<file path="src/sv/nfcrp_pkg.sv">
// ---------------------------------------------------------------------------
// nfcrp_pkg
// Shared types and constants for the NFC response frame parser: parse
// phases, frame status codes, register indexes and the beat structures.
// ---------------------------------------------------------------------------
package nfcrp_pkg;

    // Frame marker bytes and the minimum legal frame length.
    localparam logic [7:0] PREAMBLE_ZERO = 8'h00;
    localparam logic [7:0] START_CODE_FF = 8'hFF;
    localparam logic [7:0] MIN_FRAME_LEN = 8'd2;

    // Configuration register indexes and their reset values.
    localparam logic [7:0] CFG_PAYLOAD_CAPACITY = 8'd0;
    localparam logic [7:0] CFG_FRAME_ID         = 8'd1;
    localparam logic [7:0] CAPACITY_RESET       = 8'd64;
    localparam logic [7:0] FRAME_ID_RESET       = 8'd213;

    // Result beat kinds.
    localparam logic KIND_PAYLOAD = 1'b0;
    localparam logic KIND_FINISH  = 1'b1;

    // Parse phases, one-hot.
    typedef enum logic [9:0] {
        PH_IDLE  = 10'b00_0000_0001,
        PH_PRE0  = 10'b00_0000_0010,
        PH_PRE1  = 10'b00_0000_0100,
        PH_START = 10'b00_0000_1000,
        PH_LEN   = 10'b00_0001_0000,
        PH_LCS   = 10'b00_0010_0000,
        PH_TFI   = 10'b00_0100_0000,
        PH_CODE  = 10'b00_1000_0000,
        PH_DATA  = 10'b01_0000_0000,
        PH_DCS   = 10'b10_0000_0000
    } t_phase;

    // Frame status codes.
    typedef enum logic [2:0] {
        ST_OK    = 3'd0,
        ST_START = 3'd1,
        ST_LSUM  = 3'd2,
        ST_SHORT = 3'd3,
        ST_ID    = 3'd4,
        ST_DSUM  = 3'd5,
        ST_OVER  = 3'd6,
        ST_EARLY = 3'd7
    } t_status;

    // One input beat.
    typedef struct packed {
        logic [7:0] rx_byte;
        logic       read_start;
        logic       read_end;
    } t_in_beat;

    // One result beat.
    typedef struct packed {
        logic       item_kind;
        logic [7:0] payload_byte;
        t_status    frame_status;
        logic [7:0] payload_count;
        logic [7:0] response_code;
    } t_result;

endpackage

</file>
<file path="src/sv/nfcrp_parse_core.sv">
// ---------------------------------------------------------------------------
// nfcrp_parse_core
// Frame parsing state and the combinational logic that turns one registered
// input beat into the next state and at most one result beat.
// ---------------------------------------------------------------------------
module nfcrp_parse_core
    import nfcrp_pkg::*;
(
    input  logic       i_clk,
    input  logic       i_rst_n,
    input  logic       i_advance,
    input  t_in_beat   i_beat,
    input  logic [7:0] i_capacity,
    input  logic [7:0] i_frame_id,
    output logic       o_res_valid,
    output t_result    o_res
);

    t_phase     r_phase,  n_phase;
    logic [7:0] r_len,    n_len;
    logic [7:0] r_rem,    n_rem;
    logic [7:0] r_sum,    n_sum;
    logic [7:0] r_code,   n_code;
    logic [7:0] r_count,  n_count;
    logic       busy;
    logic [7:0] payload_len;

    assign busy        = (r_phase != PH_IDLE);
    assign payload_len = r_len - MIN_FRAME_LEN;

    // Next state and result for the beat held in the input register.
    always_comb begin
        n_phase     = r_phase;
        n_len       = r_len;
        n_rem       = r_rem;
        n_sum       = r_sum;
        n_code      = r_code;
        n_count     = r_count;
        o_res_valid = 1'b0;
        o_res       = '{item_kind: KIND_FINISH, payload_byte: 8'd0,
                        frame_status: ST_OK, payload_count: r_count,
                        response_code: r_code};

        if (i_beat.read_end) begin
            if (busy) begin
                o_res_valid        = 1'b1;
                o_res.frame_status = ST_EARLY;
                n_phase            = PH_IDLE;
            end
        end else if (i_beat.read_start) begin
            // A new read aborts any frame still open.
            if (busy) begin
                o_res_valid        = 1'b1;
                o_res.frame_status = ST_EARLY;
            end
            n_phase = PH_PRE0;
            n_len   = 8'd0;
            n_rem   = 8'd0;
            n_sum   = 8'd0;
            n_code  = 8'd0;
            n_count = 8'd0;
        end else begin
            unique case (r_phase)
                PH_IDLE: begin
                end
                PH_PRE0: begin
                    if (i_beat.rx_byte != PREAMBLE_ZERO) begin
                        o_res_valid        = 1'b1;
                        o_res.frame_status = ST_START;
                        n_phase            = PH_IDLE;
                    end else begin
                        n_phase = PH_PRE1;
                    end
                end
                PH_PRE1: begin
                    if (i_beat.rx_byte != PREAMBLE_ZERO) begin
                        o_res_valid        = 1'b1;
                        o_res.frame_status = ST_START;
                        n_phase            = PH_IDLE;
                    end else begin
                        n_phase = PH_START;
                    end
                end
                PH_START: begin
                    if (i_beat.rx_byte != START_CODE_FF) begin
                        o_res_valid        = 1'b1;
                        o_res.frame_status = ST_START;
                        n_phase            = PH_IDLE;
                    end else begin
                        n_phase = PH_LEN;
                    end
                end
                PH_LEN: begin
                    n_len   = i_beat.rx_byte;
                    n_phase = PH_LCS;
                end
                PH_LCS: begin
                    if ((r_len + i_beat.rx_byte) != 8'd0) begin
                        o_res_valid        = 1'b1;
                        o_res.frame_status = ST_LSUM;
                        n_phase            = PH_IDLE;
                    end else if (r_len < MIN_FRAME_LEN) begin
                        o_res_valid        = 1'b1;
                        o_res.frame_status = ST_SHORT;
                        n_phase            = PH_IDLE;
                    end else begin
                        n_phase = PH_TFI;
                    end
                end
                PH_TFI: begin
                    if (i_beat.rx_byte != i_frame_id) begin
                        o_res_valid        = 1'b1;
                        o_res.frame_status = ST_ID;
                        n_phase            = PH_IDLE;
                    end else begin
                        n_sum   = i_beat.rx_byte;
                        n_phase = PH_CODE;
                    end
                end
                PH_CODE: begin
                    n_code = i_beat.rx_byte;
                    n_sum  = r_sum + i_beat.rx_byte;
                    n_rem  = payload_len;
                    if (payload_len > i_capacity) begin
                        o_res_valid         = 1'b1;
                        o_res.frame_status  = ST_OVER;
                        o_res.response_code = i_beat.rx_byte;
                        n_phase             = PH_IDLE;
                    end else if (payload_len != 8'd0) begin
                        n_phase = PH_DATA;
                    end else begin
                        n_phase = PH_DCS;
                    end
                end
                PH_DATA: begin
                    n_sum   = r_sum + i_beat.rx_byte;
                    n_count = r_count + 8'd1;
                    n_rem   = r_rem - 8'd1;
                    if (r_rem == 8'd1) begin
                        n_phase = PH_DCS;
                    end
                    o_res_valid         = 1'b1;
                    o_res.item_kind     = KIND_PAYLOAD;
                    o_res.payload_byte  = i_beat.rx_byte;
                    o_res.payload_count = r_count + 8'd1;
                end
                PH_DCS: begin
                    o_res_valid = 1'b1;
                    if ((r_sum + i_beat.rx_byte) != 8'd0) begin
                        o_res.frame_status = ST_DSUM;
                    end else begin
                        o_res.frame_status = ST_OK;
                    end
                    n_phase = PH_IDLE;
                end
                default: begin
                    n_phase = PH_IDLE;
                end
            endcase
        end
    end

    // State registers, updated only when the beat moves on.
    always_ff @(posedge i_clk) begin
        if (!i_rst_n) begin
            r_phase <= PH_IDLE;
            r_len   <= 8'd0;
            r_rem   <= 8'd0;
            r_sum   <= 8'd0;
            r_code  <= 8'd0;
            r_count <= 8'd0;
        end else if (i_advance) begin
            r_phase <= n_phase;
            r_len   <= n_len;
            r_rem   <= n_rem;
            r_sum   <= n_sum;
            r_code  <= n_code;
            r_count <= n_count;
        end
    end

    // A result only ever comes out of an open frame.
    a_result_needs_frame: assert property (@(posedge i_clk) disable iff (!i_rst_n)
        o_res_valid |-> busy)
        else $error("result produced while parser idle");

    // The payload phase always has bytes left to take.
    a_data_has_bytes: assert property (@(posedge i_clk) disable iff (!i_rst_n)
        (r_phase == PH_DATA) |-> (r_rem != 8'd0))
        else $error("payload phase with no bytes remaining");

    // Delivered plus remaining bytes always add up to the frame payload.
    a_count_balance: assert property (@(posedge i_clk) disable iff (!i_rst_n)
        ((r_phase == PH_DATA) || (r_phase == PH_DCS))
            |-> (8'(r_count + r_rem) == payload_len))
        else $error("payload count and remaining count disagree");

endmodule

</file>
<file path="src/sv/nfcrp_out_stage.sv">
// ---------------------------------------------------------------------------
// nfcrp_out_stage
// Result register between the parsing logic and the output channel. It
// takes a new beat in the same cycle that the held beat is taken.
// ---------------------------------------------------------------------------
module nfcrp_out_stage
    import nfcrp_pkg::*;
(
    input  logic    i_clk,
    input  logic    i_rst_n,
    input  logic    i_load,
    input  t_result i_res,
    input  logic    i_ready,
    output logic    o_free,
    output logic    o_valid,
    output t_result o_res
);

    logic    r_valid;
    t_result r_res;

    // The slot is free when empty or when its beat leaves this cycle.
    assign o_free  = !r_valid || i_ready;
    assign o_valid = r_valid;
    assign o_res   = r_res;

    // Valid flag.
    always_ff @(posedge i_clk) begin
        if (!i_rst_n) begin
            r_valid <= 1'b0;
        end else if (o_free) begin
            r_valid <= i_load;
        end
    end

    // Payload register.
    always_ff @(posedge i_clk) begin
        if (o_free && i_load) begin
            r_res <= i_res;
        end
    end

endmodule

</file>
<file path="src/sv/nfc_response_frame_parser.sv">
// ---------------------------------------------------------------------------
// nfc_response_frame_parser
// Parses the bytes of one NFC controller response read, passes payload
// bytes on and reports the frame status at the end of each frame.
//
//   Channel   Direction  Handshake                   Payload
//   -------   ---------  --------------------------  ------------------------
//   input     in         i_in_valid / o_in_ready     rx_byte, read_start/end
//   output    out        o_out_valid / i_out_ready   kind, byte, status, count,
//                                                    response code
//   config    in         i_cfg_valid / o_cfg_ready   index, data
//
// One beat per cycle is taken while the output is not stalled. A beat is
// held in the input register, then its result (if any) lands in the result
// register once that register is free, which raises output valid. A stalled
// output register holds the input register, which then stops taking beats.
// Reset clears the parse state to idle and loads the register defaults;
// config writes are always ready.
// ---------------------------------------------------------------------------
module nfc_response_frame_parser
    import nfcrp_pkg::*;
(
    input  logic       i_clk,
    input  logic       i_rst_n,
    // Input beats.
    input  logic       i_in_valid,
    output logic       o_in_ready,
    input  logic [7:0] i_rx_byte,
    input  logic       i_read_start,
    input  logic       i_read_end,
    // Result beats.
    output logic       o_out_valid,
    input  logic       i_out_ready,
    output logic       o_item_kind,
    output logic [7:0] o_payload_byte,
    output logic [2:0] o_frame_status,
    output logic [7:0] o_payload_count,
    output logic [7:0] o_response_code,
    // Configuration writes.
    input  logic       i_cfg_valid,
    output logic       o_cfg_ready,
    input  logic [7:0] i_cfg_index,
    input  logic [7:0] i_cfg_data
);

    logic       r_capacity;
    logic [7:0] r_cap;
    logic [7:0] r_frame_id;
    logic       r_in_valid;
    t_in_beat   r_in_beat;
    logic       advance;
    logic       out_free;
    logic       res_valid;
    t_result    res;
    t_result    out_res;

    assign o_cfg_ready = 1'b1;

    // Configuration registers.
    always_ff @(posedge i_clk) begin
        if (!i_rst_n) begin
            r_cap      <= CAPACITY_RESET;
            r_frame_id <= FRAME_ID_RESET;
        end else if (i_cfg_valid) begin
            unique case (i_cfg_index)
                CFG_PAYLOAD_CAPACITY: r_cap      <= i_cfg_data;
                CFG_FRAME_ID:         r_frame_id <= i_cfg_data;
                default: begin
                end
            endcase
        end
    end

    // Marks that the capacity register has been written since reset.
    always_ff @(posedge i_clk) begin
        if (!i_rst_n) begin
            r_capacity <= 1'b0;
        end else if (i_cfg_valid && (i_cfg_index == CFG_PAYLOAD_CAPACITY)) begin
            r_capacity <= 1'b1;
        end
    end

    // The held beat moves on once the result register can take its result.
    assign advance    = r_in_valid && out_free;
    assign o_in_ready = !r_in_valid || advance;

    // Input register.
    always_ff @(posedge i_clk) begin
        if (!i_rst_n) begin
            r_in_valid <= 1'b0;
        end else if (o_in_ready) begin
            r_in_valid <= i_in_valid;
        end
    end

    always_ff @(posedge i_clk) begin
        if (o_in_ready && i_in_valid) begin
            r_in_beat <= '{rx_byte: i_rx_byte, read_start: i_read_start,
                           read_end: i_read_end};
        end
    end

    nfcrp_parse_core u_core (
        .i_clk       (i_clk),
        .i_rst_n     (i_rst_n),
        .i_advance   (advance),
        .i_beat      (r_in_beat),
        .i_capacity  (r_cap),
        .i_frame_id  (r_frame_id),
        .o_res_valid (res_valid),
        .o_res       (res)
    );

    nfcrp_out_stage u_out (
        .i_clk   (i_clk),
        .i_rst_n (i_rst_n),
        .i_load  (advance && res_valid),
        .i_res   (res),
        .i_ready (i_out_ready),
        .o_free  (out_free),
        .o_valid (o_out_valid),
        .o_res   (out_res)
    );

    assign o_item_kind     = out_res.item_kind;
    assign o_payload_byte  = out_res.payload_byte;
    assign o_frame_status  = out_res.frame_status;
    assign o_payload_count = out_res.payload_count;
    assign o_response_code = out_res.response_code;

    // After any capacity write the overflow check uses the written value.
    a_cap_written: assert property (@(posedge i_clk) disable iff (!i_rst_n)
        (i_cfg_valid && (i_cfg_index == CFG_PAYLOAD_CAPACITY))
            |=> (r_capacity && (r_cap == $past(i_cfg_data))))
        else $error("capacity write not taken");

    // A beat leaves the input register only into a free result register.
    a_advance_free: assert property (@(posedge i_clk) disable iff (!i_rst_n)
        advance |-> (!o_out_valid || i_out_ready))
        else $error("beat processed while result register blocked");

    // A held input beat with a stalled output stays put.
    a_in_hold: assert property (@(posedge i_clk) disable iff (!i_rst_n)
        (r_in_valid && o_out_valid && !i_out_ready) |=> r_in_valid)
        else $error("input beat lost during output stall");

endmodule
</file>
<file path="config.mk">
export PLATFORM = sky130hd
export DESIGN_NAME = nfc_response_frame_parser
export DESIGN_NICKNAME = d
export VERILOG_FILES = /design/src/sv/nfcrp_pkg.sv /design/src/sv/nfcrp_parse_core.sv /design/src/sv/nfcrp_out_stage.sv /design/src/sv/nfc_response_frame_parser.sv
export SDC_FILE = /design/constraint.sdc
export NUM_CORES = 1
export LEC_CHECK = 0
export BUFFER_PORTS_ARGS = -buffer_cell sky130_fd_sc_hd__buf_2
export CAP_MARGIN = 20
export CORE_MARGIN = 5
export CORE_UTILIZATION = 24
export CTS_CLUSTER_SIZE = 14
export DETAILED_ROUTE_END_ITERATION = 8
export GPL_TIMING_DRIVEN = 0
export SETUP_SLACK_MARGIN = 0.02
export SYNTH_ARGS = -nofsm -noshare
export SYNTH_HDL_FRONTEND = slang
export SYNTH_HIERARCHICAL = 1
export SYNTH_SLANG_ARGS = --single-unit
</file>
<file path="constraint.sdc">
create_clock -name i_clk -period 8.5 [get_ports i_clk]
set_clock_uncertainty 0.1 [all_clocks]
set_input_delay 0.85 -clock i_clk [delete_from_list [all_inputs] [get_ports i_clk]]
set_output_delay 0.85 -clock i_clk [all_outputs]
set_load 0.05 [all_outputs]
</file>
==> results of run 1 <==
[power by group through the flow]
stage | Sequential (W) | Combinational (W) | Clock [W]
final | 0.000543 | 0.0000979 | 0.000427
after global routing | 0.000544 | 0.000108 | 0.000460
after CTS | 0.000543 | 0.0000981 | 0.000443
after detailed placement | 0.000555 | 0.0000976 | 0
after global placement | 0.000555 | 0.0000968 | 0
after floorplan | 0.000555 | 0.0000617 | 0
[per-stage QoR]
step | power [W] | std cells
6_report | 0.001068 | 1061
3_5_place_dp | 0.0006525 | 1045
2_1_floorplan | 0.0006170 | 656
3_3_place_gp | 0.0006518 | 1045
5_1_grt | 0.001113 | 1061
4_1_cts | 0.001084 | 1061
[path summary, 6_finish.rpt]
kind | from | endpoint | slack, ps
worst max-delay path | r_in_beat[2]$_DFFE_PP_ | u_out/o_res[17]$_DFFE_PP_ | 4110
worst min-delay path | r_cap[3]$_SDFFE_PN0P_ | r_cap[3]$_SDFFE_PN0P_ | 360
worst max register to register | r_in_beat[2]$_DFFE_PP_ | u_out/o_res[17]$_DFFE_PP_ | 4110
worst min register to register | r_cap[3]$_SDFFE_PN0P_ | r_cap[3]$_SDFFE_PN0P_ | 360
[state kept, by name (all words and copies together) (netlist names)]
register	flops
r_frame_id	8
r_cap	8
u_core/r_rem	8
u_core/r_count	8
u_core/r_len	8
r_in_valid	1
u_out/o_valid	1
u_core/r_phase	10
u_core/r_sum	8
r_in_beat	10
u_core/r_code	8
u_out/o_res	28
[area by class of cell]
cell class | count | area [µm²]
Fill cell | 2754 | 18000
Multi-Input combinational cell | 496 | 3346
Sequential cell | 106 | 2502
Tap cell | 330 | 412.9
Timing Repair Buffer | 59 | 295.3
Clock buffer | 9 | 225.2
Buffer | 30 | 155.1
Inverter | 24 | 90.09
Clock inverter | 7 | 81.33
[worst max-delay path: cells and delay by family, from the launching register on]
family          cells  cell delay [ps]
fa+ha+maj           2              760
flops               1              620
compound gates      4             1580
xor+xnor            1              170
simple gates        3              860
[cells in the final DEF (no fill, tap or decap), types with 4 or more instances in the layout]
master     instances
nand2_1           56
ha_1              24
nor4_1            12
nor2_1            57
edfxtp_1          38
and2_1             4
a21o_1             4
nand3_1           14
clkbuf_16          9
or4_1              4
clkbuf_1          19
nand4_1            9
a31oi_1            8
mux2i_1           35
and3_1            11
nor3_1            22
or3_1             12
mux2_2            10
a22oi_1            8
o21ai_0           29
nand2b_1           7
o31a_1             4
nor2b_1           17
inv_1             24
o211ai_1           4
dfxtp_1           68
o21a_1             4
buf_2             63
xnor2_1           23
a211o_1            4
a21oi_1           40
or2_2              6
nor2_2             4
xor2_1            11
[kinds of logic (layout without fill, tap and decap cells)]
family / after synthesis / count (layout)
buffers and inverters: 54 / 129
and+or+nand+nor: 256 / 256
other: 1 / 1
AOI/OAI and AO/OA: 134 / 134
DFF: 106 / 106
xor gates and xnor gates: 34 / 34
adders and majority gates: 26 / 26
muxes: 45 / 45
[per-layer routing]
layer | vias to the layer above | part of all wire
met3 | 14 | 0.049
met2 | 129 | 0.45
met1 | 2385 | 0.49
met4 | 0 | 0.014
met5 | - | 0
li1 | 2533 | -
==> out/metrics.cfg, run 1 <==
[hold_path]
hp-class = reg -> reg
hold_depth = 2

[cts]
cts_tree = yes
clockBufferDepth = 2
path_clk_slew_ps = 70
cts_root_buf = clkbuf_16
cts_max_level = 3
clock_latency_ps = 370
cts_hold_buf = 0
post-cts-setup-buffer-count = 0
cts.sinks = 106
cts_made_buffers = 9
cts_resized = 0

[timing]
setup-tns-final_ps = 0
hold_ws_ps = 358.6
tightest_slew_ps = 901.0
setup_viol = 0
period_minus_slack_ps = 4388
hold_viol = 0
slew_headroom = 0.3917
setup_slack_ps = 4112
drv_slew = 0
finalCritPeriodShare = 0.5162
rsz0062_at_grt = false
max_freq_mhz = 227.9

[place]
postPlaceCellArea_mm2 = 0.006802
dp_hpwl_um = 12470
pre_cts_slack_ps = 4143
place_congestion = 0.8885
numPortBuffers = 59

[synthesis]
synth-seq-cells = 106
synth-seq-area-share = 0.4107
yosys_warnings = 6
syn-num-nets = 713
synth_top_family_by_area = simple AND/OR/NAND/NOR gates
synth-compound-area-share = 0.1405
synthXorXnorAreaFrac = 0.04887
yosys-top-cells-area = dfxtp_1, edfxtp_1, mux2i_1
avgSynthCellArea_um2 = 9.289
synthAdderAreaFrac = 0.05585
synth_flop_cell = dfxtp_1
synthDistinctLibCells = 68
mappedNetlistArea_mm2 = 0.006093
yosysTopAreaCellShare = 0.2234
synth_edf_count = 38
synth_top_cell_by_area = dfxtp_1
synth_common_cells = dfxtp_1, nor2_1, nand2_1
ys_async_sr_fraction = 0
synthCells = 656
synth-simple-area-share = 0.2273
synth_mux_area_frac = 0.07598
synth_most_common_cell = dfxtp_1

[global_route]
use_met1 = 0.1673
grt_pass1_vias = 4819
grt_usage = 0.1176
overflow = 0
grt_pass1_wl_um = 26700
grt_max_degree = 29
grtUsageMet2 = 0.1825
use_met3 = 0.02259
antenna_found_initial = 0
grt-busiest-layer = met2

[layout]
final_nets = 783
final_area_mm2 = 0.007108
syn_to_final_growth_pct = 16.65
utilization = 0.2831
insertedDiodeCount = 0
drive_above_1_share = 0.1587

[worst_setup_path]
reg2reg_depth = 10
critPathKind = reg -> reg
slowest_stage = o311ai_0
endpoint_kind = register
startpoint_type = register
cp_max_fo = 28
worstPathRequired_ps = 8480
cp_cell_sequence = ha_1 > fa_1 > xor2_1 > or3_1 > a211oi_1 > o311ai_0 > o311ai_0 > a41oi_1 > and3_1 > and2_4
path_common_cell = o311ai_0
worstPathArrival_ps = 4370
max_stage_delay_ps = 700

[floorplan]
row_count = 58
die_h_um = 169.3
die-area_mm2 = 0.02868
ios = 62
die_w_um = 169.3
core_mm2 = 0.02511
initial_utilization = 0.2427

[route]
drt_iter0_drc = 322
wirelength_um = 16690
detail_route.wl_per_cell_um = 15.73
drt_first_pass_iters = 4
drc_errors = 0
via_count = 5061
via_per_inst = 4.770
final_antenna_net_count = 0

[power_and_ir_drop]
ir_drop_mv = 0.08997
p_leak_nw = 2.619
pwr-share-seq = 0.508
p_int_w = 0.0007766
clkPwrFrac = 0.400
p_per_area_mw_per_mm2 = 150.3
switchingPower_w = 0.0002915
swShare = 0.2729
p_comb_frac = 0.092

[job]
cap_viol_max_count = 0

[status]
status = completed

(Power assumes the default switching activity.)
==> run 2, diff against run 1 <==
- clock period: 8.5 -> 4.25 ns (I/O delays scaled with it)
==> run 2 against run 1 <==
- count of clock-buffer cells in the layout unchanged
- critical endpoint unchanged
- fmax is 10% higher
- sequential share of layout area hardly changed
- critical path depth grew 1
- largest power group unchanged
- register-to-register slack lost 3800 ps
- combinational power is 100% higher
- highest routed layer unchanged
==> out/metrics.cfg, run 2 (synthesized netlist as in run 1, its figures left out) <==
[timing]
rsz0062_at_grt = false
hold_ws_ps = 134.2
drv_slew = 0
tightest_slew_ps = 906.7
finalCritPeriodShare = 0.9365
setup_viol = 0
slew_headroom = 0.3879
hold_viol = 0
setup-tns-final_ps = 0
max_freq_mhz = 251.3
period_minus_slack_ps = 3980

[hold_path]
hold_depth = 1
min_to = r_in_beat[0]$_DFFE_PP_
hp-class = in -> reg
worstHoldStart = i_read_end

[floorplan]
ios = 62
die_w_um = 169.3
row_count = 58
die-area_mm2 = 0.02868
core_mm2 = 0.02511
die_h_um = 169.3
initial_utilization = 0.2427

[layout]
final_nets = 784
largest_reg_flops = 28
syn_to_final_growth_pct = 16.78
insertedDiodeCount = 0
drive_above_1_share = 0.1598
final_common_cell = dfxtp_1
final_cells = 1062
most-common-layout-cells = dfxtp_1, buf_2, nor2_1, nand2_1, a21oi_1
final_area_mm2 = 0.007116
utilization = 0.2834

[cts]
cts_made_buffers = 9
cts_root_buf = clkbuf_16
cts_max_level = 3
clock_latency_ps = 370
cts_tree = yes
cts_hold_buf = 0
clockBufferDepth = 2
cts.sinks = 106
path_clk_slew_ps = 70

[power_and_ir_drop]
switchingPower_w = 0.0005823
p_comb_frac = 0.092
ir_drop_mv = 0.1793
p_int_w = 0.001553
pwr-share-seq = 0.509
p_per_area_mw_per_mm2 = 300.1
p_leak_nw = 2.623
clkPwrFrac = 0.400
swShare = 0.2727

[worst_setup_path]
critPathKind = reg -> reg
cp_max_fo = 28
startpoint_type = register
reg2reg_from = r_in_beat[2]$_DFFE_PP_
endpoint_kind = register
worstPathArrival_ps = 3960
reg2reg_depth = 11
worstPathRequired_ps = 4230
r2r_slack_ps = 270
r2r-end = u_out/o_res[17]$_DFFE_PP_

[global_route]
overflow = 0
grt_pass1_vias = 4819
grt_usage = 0.1176
antenna_found_initial = 0
grt_pass1_wl_um = 26700
grt_max_degree = 29

[route]
drc_errors = 0
via_per_inst = 4.800
wirelength_um = 16620
final_antenna_net_count = 0
detail_route.wl_per_cell_um = 15.65
via_count = 5098
drt_iter0_drc = 329
drt_first_pass_iters = 5

[status]
status = completed

[place]
place_congestion = 0.8885
numPortBuffers = 59
postPlaceCellArea_mm2 = 0.006802
place_inst = 1045
dp_hpwl_um = 12470

[job]
cap_viol_max_count = 0

[run 2: cell count changes in the layout (fill, tap and decap cells not counted), sizes merged]
cell / delta
buf: +1
[run 2: metal layers]
layer | track usage | share of wire | vias to the layer above
li1 | - | - | 2537
met3 | 0.02259 | 0.049 | 14
met5 | 0 | 0 | -
met4 | 0.03290 | 0.014 | 0
met1 | 0.1673 | 0.49 | 2409
met2 | 0.1825 | 0.45 | 138
[run 2: area by class of cell]
cell class / instances / area (µm²)
plain buffers: 30 / 155.1
clock buffers: 9 / 225.2
clock inverters: 7 / 81.33
fillers: 2756 / 17990
inverters: 24 / 90.09
multi-input cells: 496 / 3346
flip-flops and latches: 106 / 2502
well taps: 330 / 412.9
repair buffers: 60 / 302.8
[run 2: worst max-delay path by stage]
stage / from / end / slack, ps
after floorplan: r_in_beat[2]$_DFFE_PP_ / u_out/o_res[0]$_DFFE_PP_ / 850
after global placement: r_in_beat[2]$_DFFE_PP_ / u_out/o_res[4]$_DFFE_PP_ / -140
after detailed placement: r_in_beat[2]$_DFFE_PP_ / u_out/o_res[5]$_DFFE_PP_ / -110
after CTS: r_in_beat[2]$_DFFE_PP_ / u_out/o_res[16]$_DFFE_PP_ / 70
after global routing: r_in_beat[3]$_DFFE_PP_ / u_out/o_res[16]$_DFFE_PP_ / 60
final: r_in_beat[2]$_DFFE_PP_ / u_out/o_res[17]$_DFFE_PP_ / 270
[run 2: metrics by stage]
step           worst slack [ps]  power [W]
6_report                  270.1   0.002136
5_1_grt                   58.32   0.002226
4_1_cts                   67.46   0.002169
3_5_place_dp             -106.8   0.001305
3_3_place_gp             -139.7   0.001304
2_1_floorplan             847.1   0.001234
[run 2: repair_timing]
action                                  in CTS  in global routing
pin swaps                                    0                  1
setup buffers                                0                  1
endpoints found under the setup margin      28                 28
resized for setup                            1                  0
[run 2: power groups by stage]
stage	Clock (W)	Combinational, W	Sequential (W)
finish	0.000854	0.000196	0.00109
global route	0.000921	0.000216	0.00109
CTS	0.000886	0.000196	0.00109
detailed placement	0	0.000195	0.00111
global placement	0	0.000194	0.00111
floorplan	0	0.000123	0.00111
[run 2: critical path, cell delays in order, from the launching register on]
cell and delay, ps:
edfxtp_1 610, ha_1 350, fa_1 410, xor2_1 170
or3_1 320, a211oi_1 220, o311ai_0 340, o311ai_1 330
buf_4 170, a41oi_1 160, and3_1 260, and2_4 250
